### config.mk
export PLATFORM = sky130hd
export DESIGN_NAME = c_escape_char_decoder_flat
export DESIGN_NICKNAME = d
export VERILOG_FILES = /design/src/rtl/ced_pkg.sv /design/src/rtl/ced_text_if.sv /design/src/rtl/ced_char_if.sv /design/src/rtl/c_escape_char_decoder.sv /design/src/rtl/ced_front.sv /design/src/rtl/ced_queue.sv /design/src/rtl/ced_back.sv /design/src/flat_wrapper.sv
export SDC_FILE = /design/constraint.sdc
export NUM_CORES = 1
export LEC_CHECK = 0
export BUFFER_PORTS_ARGS = -buffer_cell sky130_fd_sc_hd__clkbuf_2
export CAP_MARGIN = 20
export CORE_ASPECT_RATIO = 0.8
export CORE_UTILIZATION = 65
export DETAILED_ROUTE_END_ITERATION = 7
export PLACE_DENSITY = 0.95
export REMOVE_ABC_BUFFERS = 1
export SLEW_MARGIN = 40
export SYNTH_ARGS = -nofsm -noshare
export SYNTH_HDL_FRONTEND = slang
export SYNTH_SLANG_ARGS = --single-unit
### constraint.sdc
create_clock -name clk -period 7.9 [get_ports clk]
set_input_delay 1.975 -clock clk [delete_from_list [all_inputs] [get_ports clk]]
set_output_delay 1.975 -clock clk [all_outputs]
set_load 0.01 [all_outputs]
### src/rtl/ced_pkg.sv
`default_nettype none
package ced_pkg;

  // Depth of the queue between the decoder and the result emitter.
  localparam int unsigned QUEUE_DEPTH = 4;

  // Result status codes.
  localparam logic [1:0] STATUS_OK     = 2'd0;
  localparam logic [1:0] STATUS_RANGE  = 2'd1;
  localparam logic [1:0] STATUS_BADHEX = 2'd2;

  // Characters with a meaning to the decoder.
  localparam logic [7:0] CHAR_BACKSLASH = 8'h5c;
  localparam logic [7:0] CHAR_X         = 8'h78;

  // One decoded character.
  typedef struct packed {
    logic [7:0] value;
    logic [1:0] status;
    logic       used;
  } result_t;

  // All results caused by one input item; the first is always present.
  typedef struct packed {
    result_t first;
    result_t second;
    logic    two;
  } entry_t;

  // Returns {is_digit, digit} for a hex digit of either case.
  function automatic logic [4:0] hex_digit(input logic [7:0] c);
    logic [4:0] r;
    r = 5'd0;
    if (c >= 8'h30 && c <= 8'h39) begin
      r = {1'b1, 4'(c - 8'h30)};
    end else if (c >= 8'h61 && c <= 8'h66) begin
      r = {1'b1, 4'(c - 8'h57)};
    end else if (c >= 8'h41 && c <= 8'h46) begin
      r = {1'b1, 4'(c - 8'h37)};
    end
    return r;
  endfunction

  // Maps the byte after a backslash to its character value.
  function automatic logic [7:0] escape_map(input logic [7:0] c);
    logic [7:0] r;
    case (c)
      8'h61: r = 8'd7;   // a
      8'h62: r = 8'd8;   // b
      8'h66: r = 8'd12;  // f
      8'h6e: r = 8'd10;  // n
      8'h72: r = 8'd13;  // r
      8'h74: r = 8'd9;   // t
      8'h76: r = 8'd11;  // v
      default: r = c;
    endcase
    return r;
  endfunction

endpackage
`default_nettype wire

### src/rtl/ced_text_if.sv
`default_nettype none
interface ced_text_if;
  logic       valid;
  logic       ready;
  logic [7:0] text_byte;
  logic       end_of_text;

  modport source (output valid, output text_byte, output end_of_text, input ready);
  modport sink (input valid, input text_byte, input end_of_text, output ready);
endinterface
`default_nettype wire

### src/rtl/ced_char_if.sv
`default_nettype none
interface ced_char_if;
  logic       valid;
  logic       ready;
  logic [7:0] decoded_byte;
  logic [1:0] status;
  logic       used_trigger;
  logic       last_result;

  modport source (output valid, output decoded_byte, output status, output used_trigger,
                  output last_result, input ready);
  modport sink (input valid, input decoded_byte, input status, input used_trigger,
                input last_result, output ready);
endinterface
`default_nettype wire

### src/rtl/c_escape_char_decoder.sv
// Each result passes the entry queue and then the output register before it is offered.
// Throughput: one item per cycle while the queue is not full; an item with two results
// holds the output for two transfers; the QUEUE_DEPTH-deep entry queue absorbs the gap.
// Reset (synchronous, active high): plain text mode, numeric value and saturation
// cleared, the queue and the output register emptied.
`default_nettype none
module c_escape_char_decoder #(
  parameter int unsigned QUEUE_DEPTH = ced_pkg::QUEUE_DEPTH
) (
  input  wire        clk,
  input  wire        rst,
  ced_text_if.sink   text,
  ced_char_if.source decoded
);

  logic            push, pop, not_empty, full;
  ced_pkg::entry_t push_entry, head;

  // Decoder: accepts bytes and builds the results of each item.
  ced_front u_front (
    .clk        (clk),
    .rst        (rst),
    .text       (text),
    .queue_full (full),
    .push       (push),
    .push_entry (push_entry)
  );

  // Queue of result entries.
  ced_queue #(
    .DEPTH (QUEUE_DEPTH)
  ) u_queue (
    .clk        (clk),
    .rst        (rst),
    .push       (push),
    .push_entry (push_entry),
    .pop        (pop),
    .head       (head),
    .not_empty  (not_empty),
    .full       (full)
  );

  // Emitter: sends one result per transfer.
  ced_back u_back (
    .clk       (clk),
    .rst       (rst),
    .head      (head),
    .not_empty (not_empty),
    .pop       (pop),
    .decoded   (decoded)
  );

endmodule
`default_nettype wire

### src/rtl/ced_front.sv
`default_nettype none
module ced_front (
  input  wire              clk,
  input  wire              rst,
  ced_text_if.sink         text,
  input  wire              queue_full,
  output logic             push,
  output ced_pkg::entry_t  push_entry
);

  localparam logic [2:0] MODE_PLAIN     = 3'd0;
  localparam logic [2:0] MODE_ESCAPE    = 3'd1;
  localparam logic [2:0] MODE_HEX_FIRST = 3'd2;
  localparam logic [2:0] MODE_HEX_RUN   = 3'd3;
  localparam logic [2:0] MODE_OCT_RUN   = 3'd4;

  logic [2:0] mode, mode_next;
  logic [7:0] value, value_next;
  logic       sat, sat_next;

  logic             accept;
  logic [1:0]       count;
  logic [7:0]       c;
  logic [4:0]       hex;
  logic             is_oct;
  ced_pkg::result_t plain_res, run_res, badhex_res, flush_res;
  logic             plain_emits;
  logic [2:0]       plain_mode;
  logic [11:0]      hex_sum, oct_sum;

  assign text.ready = !queue_full;
  assign accept = text.valid && text.ready;
  assign c = text.text_byte;
  assign hex = ced_pkg::hex_digit(c);
  assign is_oct = (c[7:3] == 5'b00110);

  // A byte decoded from plain mode.
  always_comb begin
    plain_res.value  = c;
    plain_res.status = ced_pkg::STATUS_OK;
    plain_res.used   = 1'b1;
    plain_emits = (c != ced_pkg::CHAR_BACKSLASH);
    plain_mode  = plain_emits ? MODE_PLAIN : MODE_ESCAPE;
  end

  // The pending numeric value as a result, and the other fixed results.
  always_comb begin
    run_res.value  = value;
    run_res.status = sat ? ced_pkg::STATUS_RANGE : ced_pkg::STATUS_OK;
    run_res.used   = 1'b0;
    badhex_res.value  = 8'd0;
    badhex_res.status = ced_pkg::STATUS_BADHEX;
    badhex_res.used   = 1'b0;
    flush_res.value  = 8'd0;
    flush_res.status = ced_pkg::STATUS_OK;
    flush_res.used   = 1'b0;
  end

  // Shift-add of the next digit.
  assign hex_sum = {value, 4'b0000} + {8'd0, hex[3:0]};
  assign oct_sum = {1'b0, value, 3'b000} + {9'd0, c[2:0]};

  // Mode update and result selection for one item.
  always_comb begin
    mode_next  = mode;
    value_next = value;
    sat_next   = sat;
    count      = 2'd0;
    push_entry.first  = plain_res;
    push_entry.second = plain_res;
    if (text.end_of_text) begin
      mode_next  = MODE_PLAIN;
      value_next = 8'd0;
      sat_next   = 1'b0;
      case (mode)
        MODE_ESCAPE: begin
          push_entry.first = flush_res;
          count = 2'd1;
        end
        MODE_HEX_FIRST: begin
          push_entry.first = badhex_res;
          count = 2'd1;
        end
        MODE_HEX_RUN, MODE_OCT_RUN: begin
          push_entry.first = run_res;
          count = 2'd1;
        end
        default: count = 2'd0;
      endcase
    end else begin
      case (mode)
        MODE_ESCAPE: begin
          if (c == ced_pkg::CHAR_X) begin
            mode_next  = MODE_HEX_FIRST;
            value_next = 8'd0;
            sat_next   = 1'b0;
          end else if (is_oct) begin
            mode_next  = MODE_OCT_RUN;
            value_next = {5'd0, c[2:0]};
            sat_next   = 1'b0;
          end else begin
            mode_next = MODE_PLAIN;
            push_entry.first.value = ced_pkg::escape_map(c);
            count = 2'd1;
          end
        end
        MODE_HEX_FIRST: begin
          if (hex[4]) begin
            mode_next  = MODE_HEX_RUN;
            value_next = {4'd0, hex[3:0]};
            sat_next   = 1'b0;
          end else begin
            push_entry.first = badhex_res;
            value_next = 8'd0;
            sat_next   = 1'b0;
            mode_next  = plain_mode;
            count = plain_emits ? 2'd2 : 2'd1;
          end
        end
        MODE_HEX_RUN, MODE_OCT_RUN: begin
          if (mode == MODE_HEX_RUN && hex[4]) begin
            if (sat || hex_sum[11:8] != 4'd0) begin
              value_next = 8'hff;
              sat_next   = 1'b1;
            end else begin
              value_next = hex_sum[7:0];
            end
          end else if (mode == MODE_OCT_RUN && is_oct) begin
            if (sat || oct_sum[11:8] != 4'd0) begin
              value_next = 8'hff;
              sat_next   = 1'b1;
            end else begin
              value_next = oct_sum[7:0];
            end
          end else begin
            push_entry.first = run_res;
            value_next = 8'd0;
            sat_next   = 1'b0;
            mode_next  = plain_mode;
            count = plain_emits ? 2'd2 : 2'd1;
          end
        end
        default: begin
          mode_next = plain_mode;
          count = plain_emits ? 2'd1 : 2'd0;
        end
      endcase
    end
    push_entry.two = (count == 2'd2);
  end

  assign push = accept && (count != 2'd0);

  // Decoder state.
  always_ff @(posedge clk) begin
    if (rst) begin
      mode  <= MODE_PLAIN;
      value <= 8'd0;
      sat   <= 1'b0;
    end else if (accept) begin
      mode  <= mode_next;
      value <= value_next;
      sat   <= sat_next;
    end
  end

endmodule
`default_nettype wire

### src/rtl/ced_queue.sv
`default_nettype none
module ced_queue #(
  parameter int unsigned DEPTH = ced_pkg::QUEUE_DEPTH
) (
  input  wire                   clk,
  input  wire                   rst,
  input  wire                   push,
  input  wire ced_pkg::entry_t  push_entry,
  input  wire                   pop,
  output ced_pkg::entry_t       head,
  output logic                  not_empty,
  output logic                  full
);

  localparam int unsigned AW = (DEPTH > 1) ? $clog2(DEPTH) : 1;
  localparam int unsigned CW = $clog2(DEPTH + 1);

  ced_pkg::entry_t slots [DEPTH];
  logic [AW-1:0]   wr_ptr, rd_ptr;
  logic [CW-1:0]   count;

  assign not_empty = (count != CW'(0));
  assign full      = (count == CW'(DEPTH));
  assign head      = slots[rd_ptr];

  // Entry storage.
  always_ff @(posedge clk) begin
    if (push) begin
      slots[wr_ptr] <= push_entry;
    end
  end

  // Pointers and fill count.
  always_ff @(posedge clk) begin
    if (rst) begin
      wr_ptr <= '0;
      rd_ptr <= '0;
      count  <= '0;
    end else begin
      if (push) begin
        wr_ptr <= (wr_ptr == AW'(DEPTH - 1)) ? '0 : wr_ptr + AW'(1);
      end
      if (pop) begin
        rd_ptr <= (rd_ptr == AW'(DEPTH - 1)) ? '0 : rd_ptr + AW'(1);
      end
      if (push && !pop) begin
        count <= count + CW'(1);
      end else if (pop && !push) begin
        count <= count - CW'(1);
      end
    end
  end

endmodule
`default_nettype wire

### src/rtl/ced_back.sv
`default_nettype none
module ced_back (
  input  wire                   clk,
  input  wire                   rst,
  input  wire ced_pkg::entry_t  head,
  input  wire                   not_empty,
  output logic                  pop,
  ced_char_if.source            decoded
);

  ced_pkg::entry_t  cur;
  logic             cur_valid;
  logic             second;
  logic             last;
  ced_pkg::result_t sel;

  assign last = second || !cur.two;
  assign sel  = second ? cur.second : cur.first;

  // Output register drives the channel directly.
  assign decoded.valid        = cur_valid;
  assign decoded.decoded_byte = sel.value;
  assign decoded.status       = sel.status;
  assign decoded.used_trigger = sel.used;
  assign decoded.last_result  = last;

  // Take the next entry when empty or when the final result leaves.
  assign pop = not_empty && (!cur_valid || (decoded.ready && last));

  always_ff @(posedge clk) begin
    if (pop) begin
      cur <= head;
    end
  end

  always_ff @(posedge clk) begin
    if (rst) begin
      cur_valid <= 1'b0;
      second    <= 1'b0;
    end else if (pop) begin
      cur_valid <= 1'b1;
      second    <= 1'b0;
    end else if (cur_valid && decoded.ready) begin
      if (last) begin
        cur_valid <= 1'b0;
        second    <= 1'b0;
      end else begin
        second <= 1'b1;
      end
    end
  end

endmodule
`default_nettype wire

### src/flat_wrapper.sv
// flat-port wrapper written by rule: the top's interface ports become plain ports
module c_escape_char_decoder_flat 
#(
  parameter int unsigned QUEUE_DEPTH = ced_pkg::QUEUE_DEPTH
)
  (clk, rst, text_valid, text_text_byte, text_end_of_text, text_ready, decoded_valid, decoded_decoded_byte, decoded_status, decoded_used_trigger, decoded_last_result, decoded_ready);
  ced_text_if text_i ();
  ced_char_if decoded_i ();
  input  wire clk;
  input  wire rst;
  input wire logic [$bits(text_i.valid)-1:0] text_valid;
  input wire logic [$bits(text_i.text_byte)-1:0] text_text_byte;
  input wire logic [$bits(text_i.end_of_text)-1:0] text_end_of_text;
  output wire logic [$bits(text_i.ready)-1:0] text_ready;
  output wire logic [$bits(decoded_i.valid)-1:0] decoded_valid;
  output wire logic [$bits(decoded_i.decoded_byte)-1:0] decoded_decoded_byte;
  output wire logic [$bits(decoded_i.status)-1:0] decoded_status;
  output wire logic [$bits(decoded_i.used_trigger)-1:0] decoded_used_trigger;
  output wire logic [$bits(decoded_i.last_result)-1:0] decoded_last_result;
  input wire logic [$bits(decoded_i.ready)-1:0] decoded_ready;
  assign text_i.valid = text_valid;
  assign text_i.text_byte = text_text_byte;
  assign text_i.end_of_text = text_end_of_text;
  assign text_ready = text_i.ready;
  assign decoded_valid = decoded_i.valid;
  assign decoded_decoded_byte = decoded_i.decoded_byte;
  assign decoded_status = decoded_i.status;
  assign decoded_used_trigger = decoded_i.used_trigger;
  assign decoded_last_result = decoded_i.last_result;
  assign decoded_i.ready = decoded_ready;
  c_escape_char_decoder #(.QUEUE_DEPTH(QUEUE_DEPTH)) u_core (.clk(clk), .rst(rst), .text(text_i), .decoded(decoded_i));
endmodule
; ---- Yosys cells after proc, flatten, opt, wreduce, memory -nomap -nowiden
; Memories as Yosys holds them, arrays and structs flattened. A register that Yosys moved wholly into a read port is not among the register bits.
; Cells that the tools add are included.
[op_classes]
n_reduce_logical = 36
add_sub_neg = 9
mux = 60
eq_ne = 23
order_cmp = 6
[ops]
columns = op, count
row1 = 2-to-1 mux 8 bit, 9
row2 = "== test 8 x 7 -> 1 bit, second input constant", 8
row3 = one-hot mux 8 bit (7 select lines), 1
row4 = 2-to-1 mux 11 bit, 5
row5 = one-hot mux 8 bit (3 select lines), 2
row6 = one-hot mux 11 bit (3 select lines), 1
row7 = 2-to-1 mux 3 bit, 7
row8 = 2-to-1 mux 1 bit, 19
row9 = "greater-or-equal comparator 8 x 7 -> 1 bit, second input constant", 2
row10 = "less-or-equal comparator 8 x 7 -> 1 bit, second input constant", 2
row11 = 2-to-1 mux 2 bit, 8
row12 = 2-to-1 mux 5 bit, 3
row13 = adder 11 x 3 -> 12 bit, 1
row14 = adder 12 x 4 -> 12 bit, 1
row15 = logical AND 1 bit, 12
row16 = nonzero test 4 bit, 3
row17 = one-hot mux 3 bit (3 select lines), 1
row18 = "greater-or-equal comparator 8 x 6 -> 1 bit, second input constant", 1
row19 = "less-or-equal comparator 8 x 6 -> 1 bit, second input constant", 1
row20 = "inequality test 4 bit, second input constant", 2
row21 = "inequality test 8 x 7 -> 1 bit, second input constant", 1
row22 = nonzero test 2 bit, 4
row23 = "subtractor 4 x 3 -> 4 bit, second input constant", 2
row24 = "== test 2 bit, second input constant", 3
row25 = other kinds (22), 35
[word_totals]
ramBits = 80
reg_bits = 24
output_inout_bits = 14
mem_count = 1
elab_cells = 145
input_bits = 13
[memory_table]
columns = memory, words, word_bits, read_ports, rd_clocked_by_memory_dff, wr, line_no
row1 = u_core.u_queue.slots, 4, 20, 1, 1, 1, ced_queue.sv:18  ; ced_pkg::entry_t slots [DEPTH];

; ---- Depth between registers and ports, before layout
[logic_depth]
ltp_word = 15
ltp_mapped = 14

; ---- Hierarchy
; From an unflattened synthesis, not the netlist that was laid out.
[unflattened]
hier_cells = 454
area_unflattened_um2 = 6525.0
[by_module_without_submodules]
columns = module, area_per_inst_um2, cells_each, n_inst
row1 = ced_queue, 3794.9, 164, 1
row2 = ced_front, 1759.2, 243, 1
row3 = ced_back, 970.9, 47, 1

; ---- Worst setup path before layout
; Ideal clock, no wire load.
[synth_timing]
path_kind = input to register
start = input text_text_byte[0]
end = register u_core.u_queue.count[2]
setup_ns = 0.070
cell_stages = 14
t_arrival_ns = 4.671
path_buffers = 0
path_slack_ns = 3.158
required_time_ns = 7.830
cell_sequence = inv_1 ha_1 nor3b_2 nor4_4 nor3b_4 a22oi_4 o22a_4 inv_2 ha_1 inv_1 fa_1 xor2_1 or3_1 a21oi_1
[synth_between]
elab_chain_cells = 14
elab_cells_between_ends = 30
classes_between = 6 x order compare / 2 x eq/ne / 12 x mux / 10 x reduce/logical
[synth_lines]
columns = element, line_no
row1 = start: declaration, flat_wrapper.sv:12  ; input wire logic [$bits(text_i.text_byte)-1:0] text_text_byte;
row2 = greater-or-equal comparator 8 x 7 -> 1 bit / less-or-equal comparator 8 x 7 -> 1 bit (equally long branches), ced_pkg.sv:38  ; end else if (c >= 8'h41 && c <= 8'h46) begin
row3 = logical AND 1 bit, ced_pkg.sv:38
row4 = 2-to-1 mux 5 bit, ced_pkg.sv:38
row5 = 2-to-1 mux 5 bit, ced_pkg.sv:36  ; end else if (c >= 8'h61 && c <= 8'h66) begin
row6 = 2-to-1 mux 5 bit, ced_pkg.sv:34  ; if (c >= 8'h30 && c <= 8'h39) begin
row7 = logical AND 1 bit, ced_front.sv:121  ; if (mode == MODE_HEX_RUN && hex[4]) begin
row8 = 2-to-1 mux 2 bit, ced_front.sv:121
row9 = one-hot mux 2 bit (3 select lines) (*), ced_front.sv:91  ; case (mode)
row10 = 2-to-1 mux 2 bit (*), ced_front.sv:71  ; if (text.end_of_text) begin
row11 = nonzero test 2 bit (*), ced_front.sv:152  ; assign push = accept && (count != 2'd0);
row12 = logical AND 1 bit (*), ced_front.sv:152
row13 = net u_core.push, c_escape_char_decoder.sv:16  ; logic push, pop, not_empty, full;
row14 = zero test 1 bit, ced_queue.sv:48  ; end else if (pop && !push) begin
row15 = logical AND 1 bit, ced_queue.sv:48
row16 = nonzero test 2 bit (no source line), -
row17 = end signal: assignment, ced_queue.sv:47  ; count <= count + CW'(1);
row18 = end signal: assignment, ced_queue.sv:49  ; count <= count - CW'(1);
row19 = end: declaration, ced_queue.sv:20  ; logic [CW-1:0] count;
; The timed path passes the listed nets; every way through them passes the cells marked *.
; A chain may end at the register's enable or synchronous reset.

; ---- Worst setup path after layout
[layout_timing]
start = input text_text_byte[1]
end = register u_core.u_queue.count[2]
; The elaborated chain is that of the path after synthesis.

==> flow_summary.json <==
{
  "multiInputGateArea_um2": 2240,
  "worstSkewPairLatency_ns": 0.53,
  "p_per_area_nw_per_um2": 306,
  "layout.area.seq_um2": 3420,
  "endpoint": "u_core.u_queue.count[2]",
  "seq_area_frac_synth_pct": 59.2,
  "worst_r2r_path_depth": 12,
  "postLayoutCellArea_um2": 6570,
  "antenna_left": 0,
  "worstPathBufferInverterCount": 4,
  "wire_length_of_the_first_global_routing_pass_um": 23800,
  "clk_tree_root_cell": "clkbuf_8",
  "clkTransAtPathRegs_ns": 0.06,
  "die_w_um": 107,
  "die-area_um2": 9280,
  "finalWirelength_um": 15600,
  "yosys.area.top_type_share_pct": 52.0,
  "synth_top_cells_by_area": "edfxtp_1 (52%), mux4_2 (7.8%), dfxtp_1 (7.3%), ha_1 (2.4%), a21oi_1 (2.1%)",
  "setup.worst_path.start_class": "input pin",
  "critical_setup_path_class": "in2reg",
  "cts-hold-fix-buffers": 0,
  "finalSetupTns_ns": 0,
  "clock_tree.buffer_depth": 2,
  "worst_path_dominant_cell_family": "simple AND/OR/NAND/NOR gates",
  "cp_data_required_time_ns": 8.34,
  "detailroute.via_count": 4113,
  "critical_path_depth": 15,
  "layout-drive-gt1-share_pct": 24.5,
  "grt_util_all_layers_pct": 36.7,
  "relSlewSlack_pct": 44.9,
  "numCtsBuffers": 17,
  "cts_repair_resize_count": 0,
  "endpoint_of_the_worst_register_to_register_path": "u_core.u_queue.count[2]",
  "fin_crit_sh_pct": 64.5,
  "synthesis.area_per_instance_um2": 13.7,
  "row_count": 30,
  "ys_dominant_reg_cell": "edfxtp_1",
  "antenna_found_initial": 0,
  "number_of_synthesized_flops_with_an_enable_pin": 100,
  "crit_path_top_delay_cell": "nor3b_4",
  "syn-instance-count": 422,
  "leakage_nw": 2.32,
  "timing.reg2reg.setup_slack_ns": 4.37,
  "cap_violations": 0,
  "cell_area_after_synthesis_um2": 5780,
  "filler_cell_count": 467,
  "htree_num_levels": 4,
  "yosysUniqueCellTypes": 76,
  "instance_area_at_placement_um2": 6000,
  "worst_slew_pin_slew_ns": 0.823,
  "startpoint": "text_text_byte[1]",
  "hold_path_class": "reg2reg",
  "drt_first_iter_violations": 551,
  "antenna_cells": 0,
  "setup_viol": 0,
  "slowest_delay_ns": 0.54,
  "final_max_slew_viol_count": 0,
  "ioPinCount": 27,
  "initial_cell_density_of_the_core_pct": 67.5,
  "flow.area_growth_from_synthesis_pct": 13.7,
  "async_flop_share_pct": 0,
  "timing.critical_path.to_type": "flop",
  "worst_clock_skew_ns": 0.0115,
  "timing.critical_path.cells": "clkbuf_2 > inv_1 > ha_1 > nor3b_2 > nor4_4 > nor3b_4 > a22oi_4 > o22a_4 > inv_2 > ha_1 > inv_1 > fa_1 > xor2_1 > or3_1 > a21oi_1",
  "worst-endpoint-arrival_ns": 5.54,
  "layout_min_cycle_time_ns": 5.10,
  "synthesis.yosys.warnings": 0,
  "max_clock_freq_mhz": 196,
  "clkSinkCount": 121,
  "layout.nets": 478,
  "drt_drc_violations_left": 0,
  "vdd_drop_max_mv": 0.246,
  "tritoncts": "done",
  "outcome": "finished, final reports clean",
  "reg2reg_from": "u_core.u_front.mode[0]",
  "place_hpwl_um": 9550,
  "vias_per_cell": 7.12,
  "firstDrtPassIters": 7,
  "place_congestion": 0.981,
  "dieHeight_um": 86.3,
  "routed_wire_length_per_instance_um": 27.0,
  "core_area_um2": 8560,
  "grt_pass1_vias": 3796,
  "grt_max_degree": 26,
  "finalHoldViolations": 0,
  "synth_seq_cells": 121,
  "grt_remaining_overflow": 0,
  "cts_setup_buffers": 0,
  "rsz_0062_raised_after_global_routing": "no",
  "port-buffer-count": 26,
  "crit_fanout": 14,
  "synth_area_leader_cell": "edfxtp_1"
}
## cells in the mapped netlist (3+ instances only)
library cell,count
a211oi_1,6
or3_1,3
o21bai_1,3
ha_1,11
o32ai_1,3
a21oi_1,24
a211o_1,3
nand2b_1,6
and3_1,4
a22o_1,5
o21ai_1,5
a221o_1,3
inv_1,13
nand3_1,4
a21o_1,5
nor2_1,28
mux2i_1,10
and2_1,7
nor4_1,3
dfxtp_1,21
clkbuf_1,11
o21a_1,3
mux2_2,8
mux4_2,20
nor3_1,9
nand2_1,25
or2_2,5
edfxtp_1,100
o21ai_0,11
nor2b_1,4
## worst min-delay path by stage
stage | start | end | slack (ns) | depth (start not counted)
3_3_place_gp | u_core.u_queue.wr_ptr[1] | u_core.u_queue.wr_ptr[1] | 0.50 | 2
4_1_cts | u_core.u_queue.wr_ptr[1] | u_core.u_queue.wr_ptr[1] | 0.52 | 2
5_1_grt | u_core.u_queue.wr_ptr[1] | u_core.u_queue.wr_ptr[1] | 0.54 | 2
3_5_place_dp | u_core.u_queue.wr_ptr[1] | u_core.u_queue.wr_ptr[1] | 0.52 | 2
2_1_floorplan | u_core.u_front.value[6] | u_core.u_front.value[6] | 0.44 | 2
6_report | u_core.u_queue.wr_ptr[1] | u_core.u_queue.wr_ptr[1] | 0.53 | 2
## area by class of cell
class / instances / area share [%]
repair buffers: 29 / 2.28
inverters: 14 / 0.800
well taps: 112 / 2.13
clock inverters: 14 / 2.27
flip-flops and latches: 121 / 52.1
clock buffers: 18 / 6.36
multi-input cells: 270 / 34.1
## sequential cells by signal (all words and copies together) (netlist names)
| signal | count |
|---|---|
| u_core.u_front.sat | 1 |
| u_core.u_back.second | 1 |
| u_core.u_queue.count | 3 |
| u_core.u_back.cur | 20 |
| u_core.u_back.decoded.valid | 1 |
| u_core.u_queue.wr_ptr | 2 |
| u_core.u_queue.rd_ptr | 2 |
| u_core.u_queue.slots | 80 |
| u_core.u_front.value | 8 |
| u_core.u_front.mode | 3 |
## metal layers
layer	routed length, um	track usage (%)	up-vias
met5	0	0	-
met4	524	12.8	0
met3	1560	8.12	53
met2	7550	58.9	329
met1	5970	50.3	2010
li1	-	-	1721
## through the flow
stage / cells / hold WS, ns / util [%] / power [W] / setup slack (ns)
after detailed placement: 545 / 0.522 / 70.1 / 0.00124 / 2.37
final: 578 / 0.530 / 76.8 / 0.00201 / 2.80
after global placement: 545 / 0.495 / 70.0 / 0.00120 / 2.62
after global routing: 578 / 0.540 / 76.8 / 0.00207 / 2.68
after CTS: 577 / 0.525 / 76.7 / 0.00201 / 2.88
after floorplan: 405 / 0.438 / - / 0.00110 / 3.16
## worst min-delay path, cell delays in order (launching register included)
cell	delay (ns)
dfxtp_1	0.34
nand2_1	0.07
mux2i_1	0.07
## cell families after synthesis
group	after synthesis	synth area share [%]
adder cells (fa/ha/maj)	12	2.73
AO/OA/AOI/OAI	100	12.6
buffers and inverters	31	2.19
flip-flops	121	59.2
XOR/XNOR	2	0.303
multiplexers	39	11.3
AND/OR/NAND/NOR	117	11.7
## cell usage in the layout, fill, tap and decap left out, drive strengths merged, types with 11 or more instances in the layout
cell type	instances
ha	11
nand2	25
edfxtp	100
o21ai	16
a21oi	26
dfxtp	21
inv	16
clkbuf	44
nor2	28
mux4	20
## power breakdown
part | switching [W] | internal (W)
Combinational | 0.000222 | 0.000170
Sequential | 0.0000671 | 0.000805
Clock | 0.000298 | 0.000450
Total | 0.000587 | 0.00142
Note: power is estimated with default switching activity, not from simulation.
